**src/wbps_pkg.sv**
```systemverilog
`default_nettype none
// ----------------------------------------------------------------------------
// wbps_pkg
// Shared types and constants for the wildcard byte pattern search block.
// ----------------------------------------------------------------------------
package wbps_pkg;

   localparam int MAX_PATTERN  = 32;
   localparam int OFFSET_BITS  = 32;
   localparam int PATTERN_REGS = 4;
   localparam int LEN_W        = 6;
   localparam int IDX_W        = (MAX_PATTERN > 1) ? $clog2(MAX_PATTERN) : 1;
   localparam int FILL_W       = $clog2(MAX_PATTERN + 1);
   localparam int ADDR_W       = 64;
   localparam int CSR_IDX_W    = 3;
   localparam int CSR_DATA_W   = 64;

   typedef enum logic [CSR_IDX_W-1:0] {
      CSR_PATTERN_0    = 3'd0,
      CSR_PATTERN_1    = 3'd1,
      CSR_PATTERN_2    = 3'd2,
      CSR_PATTERN_3    = 3'd3,
      CSR_CARE_MASK    = 3'd4,
      CSR_PATTERN_LEN  = 3'd5,
      CSR_BASE_ADDRESS = 3'd6
   } csr_index_type;

   // clamp the programmed length into 1..MAX_PATTERN
   function automatic logic [LEN_W-1:0] active_len(input logic [LEN_W-1:0] len);
      logic [LEN_W-1:0] res;
      res = len;
      if (len == '0) begin
         res = LEN_W'(1);
      end else if (len > LEN_W'(MAX_PATTERN)) begin
         res = LEN_W'(MAX_PATTERN);
      end
      return res;
   endfunction

endpackage
`default_nettype wire

```
**src/wbps_if.sv**
```systemverilog
`default_nettype none
// ----------------------------------------------------------------------------
// wbps_if
// Handshake channels of the wildcard byte pattern search block.
// ----------------------------------------------------------------------------
interface wbps_req_if;
   logic       valid;
   logic       ready;
   logic [7:0] data_byte;
   logic       last_byte;
   modport source (output valid, output data_byte, output last_byte, input ready);
   modport sink   (input valid, input data_byte, input last_byte, output ready);
endinterface

interface wbps_rsp_if;
   logic        valid;
   logic        ready;
   logic        found;
   logic [63:0] match_address;
   modport source (output valid, output found, output match_address, input ready);
   modport sink   (input valid, input found, input match_address, output ready);
endinterface

interface wbps_csr_if;
   logic        valid;
   logic        ready;
   logic [2:0]  index;
   logic [63:0] data;
   modport source (output valid, output index, output data, input ready);
   modport sink   (input valid, input index, input data, output ready);
endinterface
`default_nettype wire

```
**src/wildcard_byte_pattern_search.sv**
```systemverilog
`default_nettype none
// ----------------------------------------------------------------------------
// wildcard_byte_pattern_search
// Streams a buffer one byte per item and reports the first masked match of
// the programmed pattern, or a miss at the end of the buffer.
// ----------------------------------------------------------------------------
//  channel  | dir | payload                       | handshake
//  ---------+-----+-------------------------------+------------
//  req_ch   | in  | data_byte[7:0], last_byte     | valid/ready
//  rsp_ch   | out | found, match_address[63:0]    | valid/ready
//  csr_ch   | in  | index[2:0], data[63:0]        | valid/ready (ready tied high)
//
//  One item per cycle while the skid entry is empty: the window shift and the
//  32-lane masked compare sit between the byte window and the result register.
//  A result register plus one skid entry lets input flow while rsp stalls;
//  req ready drops only when the skid entry is occupied.
//  Synchronous active-high reset restores register defaults and clears scan.
// ----------------------------------------------------------------------------
module wildcard_byte_pattern_search
   import wbps_pkg::*;
(
   input  wire logic   clock,
   input  wire logic   reset,
   wbps_req_if.sink    req_ch,
   wbps_rsp_if.source  rsp_ch,
   wbps_csr_if.sink    csr_ch
);

   // configuration
   logic [CSR_DATA_W-1:0]  pattern_ff [PATTERN_REGS];
   logic [MAX_PATTERN-1:0] care_ff;
   logic [LEN_W-1:0]       length_ff;
   logic [ADDR_W-1:0]      base_ff;

   // scan state
   logic [7:0]             window_ff [MAX_PATTERN];
   logic [7:0]             window_in [MAX_PATTERN];
   logic [FILL_W-1:0]      fill_ff;
   logic [FILL_W-1:0]      fill_in;
   logic [OFFSET_BITS-1:0] seen_ff;
   logic [OFFSET_BITS-1:0] seen_in;
   logic                   reported_ff;

   // result register and skid entry
   logic              out_valid_ff;
   logic              out_found_ff;
   logic [ADDR_W-1:0] out_addr_ff;
   logic              skid_valid_ff;
   logic              skid_found_ff;
   logic [ADDR_W-1:0] skid_addr_ff;

   logic [7:0]             pat_byte [MAX_PATTERN];
   logic [LEN_W-1:0]       len;
   logic                   accept;
   logic                   hit;
   logic                   res_valid;
   logic [OFFSET_BITS-1:0] start_off;
   logic [ADDR_W-1:0]      res_addr;
   logic                   out_free;

   assign csr_ch.ready = 1'b1;

   always_ff @(posedge clock) begin
      if (reset) begin
         for (int r = 0; r < PATTERN_REGS; r++) begin
            pattern_ff[r] <= '0;
         end
         care_ff   <= '1;
         length_ff <= LEN_W'(1);
         base_ff   <= '0;
      end else if (csr_ch.valid) begin
         case (csr_index_type'(csr_ch.index))
            CSR_PATTERN_0:    pattern_ff[0] <= csr_ch.data;
            CSR_PATTERN_1:    pattern_ff[1] <= csr_ch.data;
            CSR_PATTERN_2:    pattern_ff[2] <= csr_ch.data;
            CSR_PATTERN_3:    pattern_ff[3] <= csr_ch.data;
            CSR_CARE_MASK:    care_ff       <= csr_ch.data[MAX_PATTERN-1:0];
            CSR_PATTERN_LEN:  length_ff     <= csr_ch.data[LEN_W-1:0];
            CSR_BASE_ADDRESS: base_ff       <= csr_ch.data;
            default: ;
         endcase
      end
   end

   always_comb begin
      for (int j = 0; j < MAX_PATTERN; j++) begin
         pat_byte[j] = pattern_ff[j / 8][8 * (j % 8) +: 8];
      end
   end

   assign len    = active_len(length_ff);
   assign accept = req_ch.valid && req_ch.ready;

   always_comb begin
      window_in[0] = req_ch.data_byte;
      for (int k = 1; k < MAX_PATTERN; k++) begin
         window_in[k] = window_ff[k - 1];
      end
   end

   assign fill_in = (fill_ff == FILL_W'(MAX_PATTERN)) ? fill_ff : fill_ff + FILL_W'(1);
   assign seen_in = seen_ff + OFFSET_BITS'(1);

   // window lane k holds the byte k steps old; it meets pattern byte len-1-k
   always_comb begin
      logic [IDX_W-1:0] j;
      hit = (fill_in >= FILL_W'(len));
      for (int k = 0; k < MAX_PATTERN; k++) begin
         j = IDX_W'(len - LEN_W'(1) - LEN_W'(k));
         if ((LEN_W'(k) < len) && care_ff[j] && (window_in[k] != pat_byte[j])) begin
            hit = 1'b0;
         end
      end
   end

   assign start_off = seen_in - OFFSET_BITS'(len);
   assign res_addr  = hit ? (base_ff + ADDR_W'(start_off)) : '0;
   assign res_valid = accept && !reported_ff && (hit || req_ch.last_byte);

   always_ff @(posedge clock) begin
      if (accept && !reported_ff) begin
         for (int k = 0; k < MAX_PATTERN; k++) begin
            window_ff[k] <= window_in[k];
         end
      end
   end

   always_ff @(posedge clock) begin
      if (reset) begin
         fill_ff     <= '0;
         seen_ff     <= '0;
         reported_ff <= 1'b0;
      end else if (accept) begin
         if (req_ch.last_byte) begin
            fill_ff     <= '0;
            seen_ff     <= '0;
            reported_ff <= 1'b0;
         end else if (!reported_ff) begin
            fill_ff     <= fill_in;
            seen_ff     <= seen_in;
            reported_ff <= hit;
         end
      end
   end

   assign req_ch.ready = !skid_valid_ff;
   assign out_free     = !out_valid_ff || rsp_ch.ready;

   always_ff @(posedge clock) begin
      if (reset) begin
         out_valid_ff  <= 1'b0;
         skid_valid_ff <= 1'b0;
      end else if (out_free) begin
         if (skid_valid_ff) begin
            // drain skid first; no item is taken while it is full
            out_valid_ff  <= 1'b1;
            out_found_ff  <= skid_found_ff;
            out_addr_ff   <= skid_addr_ff;
            skid_valid_ff <= 1'b0;
         end else begin
            out_valid_ff <= res_valid;
            out_found_ff <= hit;
            out_addr_ff  <= res_addr;
         end
      end else if (res_valid) begin
         skid_valid_ff <= 1'b1;
         skid_found_ff <= hit;
         skid_addr_ff  <= res_addr;
      end
   end

   assign rsp_ch.valid         = out_valid_ff;
   assign rsp_ch.found         = out_found_ff;
   assign rsp_ch.match_address = out_addr_ff;

   a_skid_behind_out: assert property (@(posedge clock) disable iff (reset)
      skid_valid_ff |-> out_valid_ff)
      else $error("skid entry held while result register empty");

   a_fill_bounded: assert property (@(posedge clock) disable iff (reset)
      fill_ff <= FILL_W'(MAX_PATTERN))
      else $error("window fill count out of range");

   a_hit_sets_reported: assert property (@(posedge clock) disable iff (reset)
      (accept && !reported_ff && hit && !req_ch.last_byte) |=> reported_ff)
      else $error("match did not mark buffer as reported");

   a_no_result_after_match: assert property (@(posedge clock) disable iff (reset)
      reported_ff |-> !res_valid)
      else $error("second result produced for one buffer");

   a_miss_address_zero: assert property (@(posedge clock) disable iff (reset)
      (out_valid_ff && !out_found_ff) |-> (out_addr_ff == '0))
      else $error("miss reported with nonzero address");

endmodule
`default_nettype wire
```
**src/flat_wrapper.sv**
```systemverilog
// flat-port wrapper written by rule: the top's interface ports become plain ports
module wildcard_byte_pattern_search_flat import wbps_pkg::*;
  (clock, reset, req_ch_valid, req_ch_data_byte, req_ch_last_byte, req_ch_ready, rsp_ch_valid, rsp_ch_found, rsp_ch_match_address, rsp_ch_ready, csr_ch_valid, csr_ch_index, csr_ch_data, csr_ch_ready);
  wbps_req_if req_ch_i ();
  wbps_rsp_if rsp_ch_i ();
  wbps_csr_if csr_ch_i ();
  input  wire logic clock;
  input  wire logic reset;
  input wire logic [$bits(req_ch_i.valid)-1:0] req_ch_valid;
  input wire logic [$bits(req_ch_i.data_byte)-1:0] req_ch_data_byte;
  input wire logic [$bits(req_ch_i.last_byte)-1:0] req_ch_last_byte;
  output wire logic [$bits(req_ch_i.ready)-1:0] req_ch_ready;
  output wire logic [$bits(rsp_ch_i.valid)-1:0] rsp_ch_valid;
  output wire logic [$bits(rsp_ch_i.found)-1:0] rsp_ch_found;
  output wire logic [$bits(rsp_ch_i.match_address)-1:0] rsp_ch_match_address;
  input wire logic [$bits(rsp_ch_i.ready)-1:0] rsp_ch_ready;
  input wire logic [$bits(csr_ch_i.valid)-1:0] csr_ch_valid;
  input wire logic [$bits(csr_ch_i.index)-1:0] csr_ch_index;
  input wire logic [$bits(csr_ch_i.data)-1:0] csr_ch_data;
  output wire logic [$bits(csr_ch_i.ready)-1:0] csr_ch_ready;
  assign req_ch_i.valid = req_ch_valid;
  assign req_ch_i.data_byte = req_ch_data_byte;
  assign req_ch_i.last_byte = req_ch_last_byte;
  assign req_ch_ready = req_ch_i.ready;
  assign rsp_ch_valid = rsp_ch_i.valid;
  assign rsp_ch_found = rsp_ch_i.found;
  assign rsp_ch_match_address = rsp_ch_i.match_address;
  assign rsp_ch_i.ready = rsp_ch_ready;
  assign csr_ch_i.valid = csr_ch_valid;
  assign csr_ch_i.index = csr_ch_index;
  assign csr_ch_i.data = csr_ch_data;
  assign csr_ch_ready = csr_ch_i.ready;
  wildcard_byte_pattern_search u_core (.clock(clock), .reset(reset), .req_ch(req_ch_i), .rsp_ch(rsp_ch_i), .csr_ch(csr_ch_i));
endmodule
```
**config.mk**
```make
export PLATFORM = sky130hd
export DESIGN_NAME = wildcard_byte_pattern_search_flat
export DESIGN_NICKNAME = d
export VERILOG_FILES = /design/src/wbps_pkg.sv /design/src/wbps_if.sv /design/src/wildcard_byte_pattern_search.sv /design/src/flat_wrapper.sv
export SDC_FILE = /design/constraint.sdc
export NUM_CORES = 2
export LEC_CHECK = 0
export ABC_CLOCK_PERIOD_IN_PS = 18000
export BUFFER_PORTS_ARGS = -buffer_cell sky130_fd_sc_hd__buf_2
export CAP_MARGIN = 20
export CELL_PAD_IN_SITES_DETAIL_PLACEMENT = 2
export CELL_PAD_IN_SITES_GLOBAL_PLACEMENT = 2
export CORE_MARGIN = 1
export CORE_UTILIZATION = 38
export DETAILED_ROUTE_END_ITERATION = 8
export MAX_ROUTING_LAYER = met4
export PLACE_DENSITY = 0.85
export SYNTH_ARGS = -nofsm -noshare
export SYNTH_HDL_FRONTEND = slang
export SYNTH_SLANG_ARGS = --single-unit
```
**constraint.sdc**
```tcl
create_clock -name clock -period 18 [get_ports clock]
set_clock_uncertainty 0.1 [all_clocks]
set_input_delay 2.7 -clock clock [delete_from_list [all_inputs] [get_ports clock]]
set_output_delay 2.7 -clock clock [all_outputs]
set_load 0.02 [all_outputs]
```
==> flow_metrics.py <==
metrics = {
    "outcome": {
        "outcome": "finished with violations",
        "failed_checks": "max-slew violations",
    },
    "sta": {
        "maxSlewViolCount": 2,
        "fin_crit_ps": 12050,
        "maxSlewHeadroom_pct": -7.89,
        "setup_tns_ps": 0,
        "max_clock_freq_ghz": 0.0830,
        "rsz0062_at_grt": "no",
        "setup_viol": 0,
        "finalHoldWorstSlack_ps": 356,
        "hold_viol": 0,
        "fin_crit_sh_pct": 66.9,
        "tightest_slew_ps": 1620,
    },
    "critical_path": {
        "crit_family": "buffers and inverters",
        "cp_slowest_stage_delay_ps": 820,
        "slowest_stage": "buf_4",
        "cp-start-kind": "flip-flop",
        "end_kind": "flip-flop",
        "cp_max_fo": 60,
        "criticalPathCategory": "flip-flop to flip-flop",
        "cp.required_ps": 18310,
        "crit_path_frequent_cell": "buf_4",
        "cp.buffers_inverters": 9,
        "cp.arrival_ps": 12360,
    },
    "placement": {
        "dp_hpwl_mm": 279,
        "globalplace.congestion": 1.11,
        "portBuffers": 147,
    },
    "yosys": {
        "synthCells": 6247,
        "ys_seq_area_share_pct": 36.7,
        "synth_edf_count": 634,
        "postSynthAreaPerCell_sq_um": 9.57,
        "synth_nets": 6393,
        "synth_top_area_share_pct": 31.9,
        "yosys_register_bits": 777,
        "synth_area_sq_um": 59800,
        "yosysTopAreaCell": "edfxtp_1",
        "async_flop_share_pct": 0,
        "synthFlopType": "edfxtp_1",
        "synth_warnings": 0,
        "yosys.cell_types.count": 102,
        "synth_area_leaders": "edfxtp_1, mux2i_1, dfxtp_1",
    },
    "power_and_ir_drop": {
        "powerDensity_nw_per_um2": 91.0,
        "vdd_drop_max_uv": 92.2,
        "p_leak_nw": 25.0,
    },
    "floorplan": {
        "die_area_sq_um": 159000,
        "io_pins": 149,
        "coreArea_sq_um": 156000,
        "die_h_um": 399,
        "fp.dieW_um": 399,
        "start_util_pct": 38.3,
        "rows": 145,
    },
    "route": {
        "drtIter0Drc": 8211,
        "dr.pass1.iters": 6,
        "routed_wl_mm": 375,
        "ant_nets": 0,
        "avgRoutedWirePerCell_um": 44.6,
        "dr_total_vias": 60500,
        "drc": 0,
        "routed_via_density": 7.20,
    },
    "clocking": {
        "cts_setup_buffers": 0,
        "clockRootBuffer": "clkbuf_16",
        "cts_resized": 0,
        "clock_sinks": 777,
        "cts-htree-levels": 3,
        "cts_tree": "built",
        "cts.reportedPaths.clkPinSlew_ps": 70,
        "numCtsBuffers": 96,
        "cts_hold_buf": 0,
        "cts.path.max_buffers": 3,
        "clk_latency_ps": 790,
    },
    "min_path": {
        "hold_path.class": "flip-flop to flip-flop",
    },
    "global_route": {
        "grt_pass1_vias": 60200,
        "grt_overflow_total": 0,
        "antenna_found_initial": 30,
        "track_usage_pct": 47.4,
        "grt_max_degree": 100,
        "grt_pass1_wl_mm": 508,
    },
    "layout": {
        "nNetsFinal": 6388,
        "fill_cells": 16600,
        "mostFrequentLayoutCell": "edfxtp_1",
        "postLayoutCoreUtil_pct": 42.8,
        "area_growth_pct": 11.9,
        "seq_area_sq_um": 21900,
        "drive_gt1_share_pct": 14.3,
        "layout_common_cells": "edfxtp_1, mux2i_1, nand2_1, nor2_1, xnor2_1",
        "multi_input_area_sq_um": 35900,
    },
    "run": {
        "max_cap_viol_count": 0,
    },
}
[power breakdown]
part           switching (W)  internal [W]  total [W]
combinational        0.00116      0.000545    0.00171
sequential          0.000193       0.00205    0.00224
clock               0.000941       0.00120    0.00214
total                0.00229       0.00379    0.00608
[metrics by stage]
stage	power [W]	setup slack, ps	instance area (sq um)	instances
final	0.00608	5950	66900	8407
after global routing	0.00614	6200	66800	8400
after CTS	0.00598	6600	66700	8378
after detailed placement	0.00386	6670	63400	8196
after global placement	0.00381	6860	63300	8188
after floorplan	0.00308	439	59800	6247
[final timing paths]
kind                           start                 endpoint  slack [ps]  depth (start not counted)
min          u_core.window_ff[1][11]  u_core.window_ff[1][19]         360                          0
min reg2reg  u_core.window_ff[1][11]  u_core.window_ff[1][19]         360                          0
max              u_core.length_ff[5]  u_core.skid_addr_ff[45]        5950                         25
max reg2reg      u_core.length_ff[5]  u_core.skid_addr_ff[45]        5950                         25
[flip-flops by register name, indices dropped and copies added, names as in the netlist]
signal / cells
u_core.pattern_ff: 256
u_core.window_ff: 248
u_core.base_ff: 64
u_core.rsp_ch.match_address: 64
u_core.skid_addr_ff: 64
u_core.care_ff: 32
u_core.seen_ff: 32
u_core.fill_ff: 6
u_core.length_ff: 6
u_core.reported_ff: 1
u_core.rsp_ch.found: 1
u_core.rsp_ch.valid: 1
u_core.skid_found_ff: 1
u_core.skid_valid_ff: 1
[cells in the mapped netlist, types with 29 or more instances]
cell type,instances
dfxtp_1,143
o21ai_0,171
nand4_1,70
nor2_1,388
and3_1,34
nand2b_1,29
xor2_1,242
buf_2,126
a32oi_1,42
clkbuf_1,300
inv_1,88
ha_1,63
o31ai_1,79
xnor2_1,299
nand3_1,203
a2bb2oi_1,54
a221oi_1,37
mux4_2,118
nor4_1,46
a31oi_1,89
o22ai_1,44
mux2_2,78
edfxtp_1,634
a21oi_1,261
o211ai_1,60
a22oi_1,116
a21o_1,34
or3_1,70
o221ai_1,97
nor2b_1,34
and2_1,276
nor3_1,194
nand2_1,611
buf_1,64
a211oi_1,39
o22a_1,52
mux2i_1,631
[layout make-up]
class / instances / share of cell area, %
diodes: 23 / 0.0861
flip-flops and latches: 777 / 32.8
repair buffers: 402 / 4.02
inverters: 97 / 0.550
well taps: 2058 / 3.85
clock buffers: 124 / 3.97
multi-input cells: 4868 / 53.7
clock inverters: 58 / 1.06
[cells by family after synthesis]
family	after synthesis	synth area share, %
adders and majority gates	65	1.39
other	1	0.00628
buffers and inverters	602	4.15
and+or+nand+nor	2042	16.7
DFF	777	36.7
AOI/OAI and AO/OA	1388	16.6
muxes	828	16.5
xor gates and xnor gates	544	8.07
[per-layer routing]
layer,vias to the layer above,routed length [um],track usage [%]
met4,0,34200,34.1
met2,4434,162000,70.0
met1,31200,137000,55.6
met5,-,0,-
li1,23600,-,-
met3,1261,41900,12.7
No activity file was read; power rests on OpenSTA's default activity.
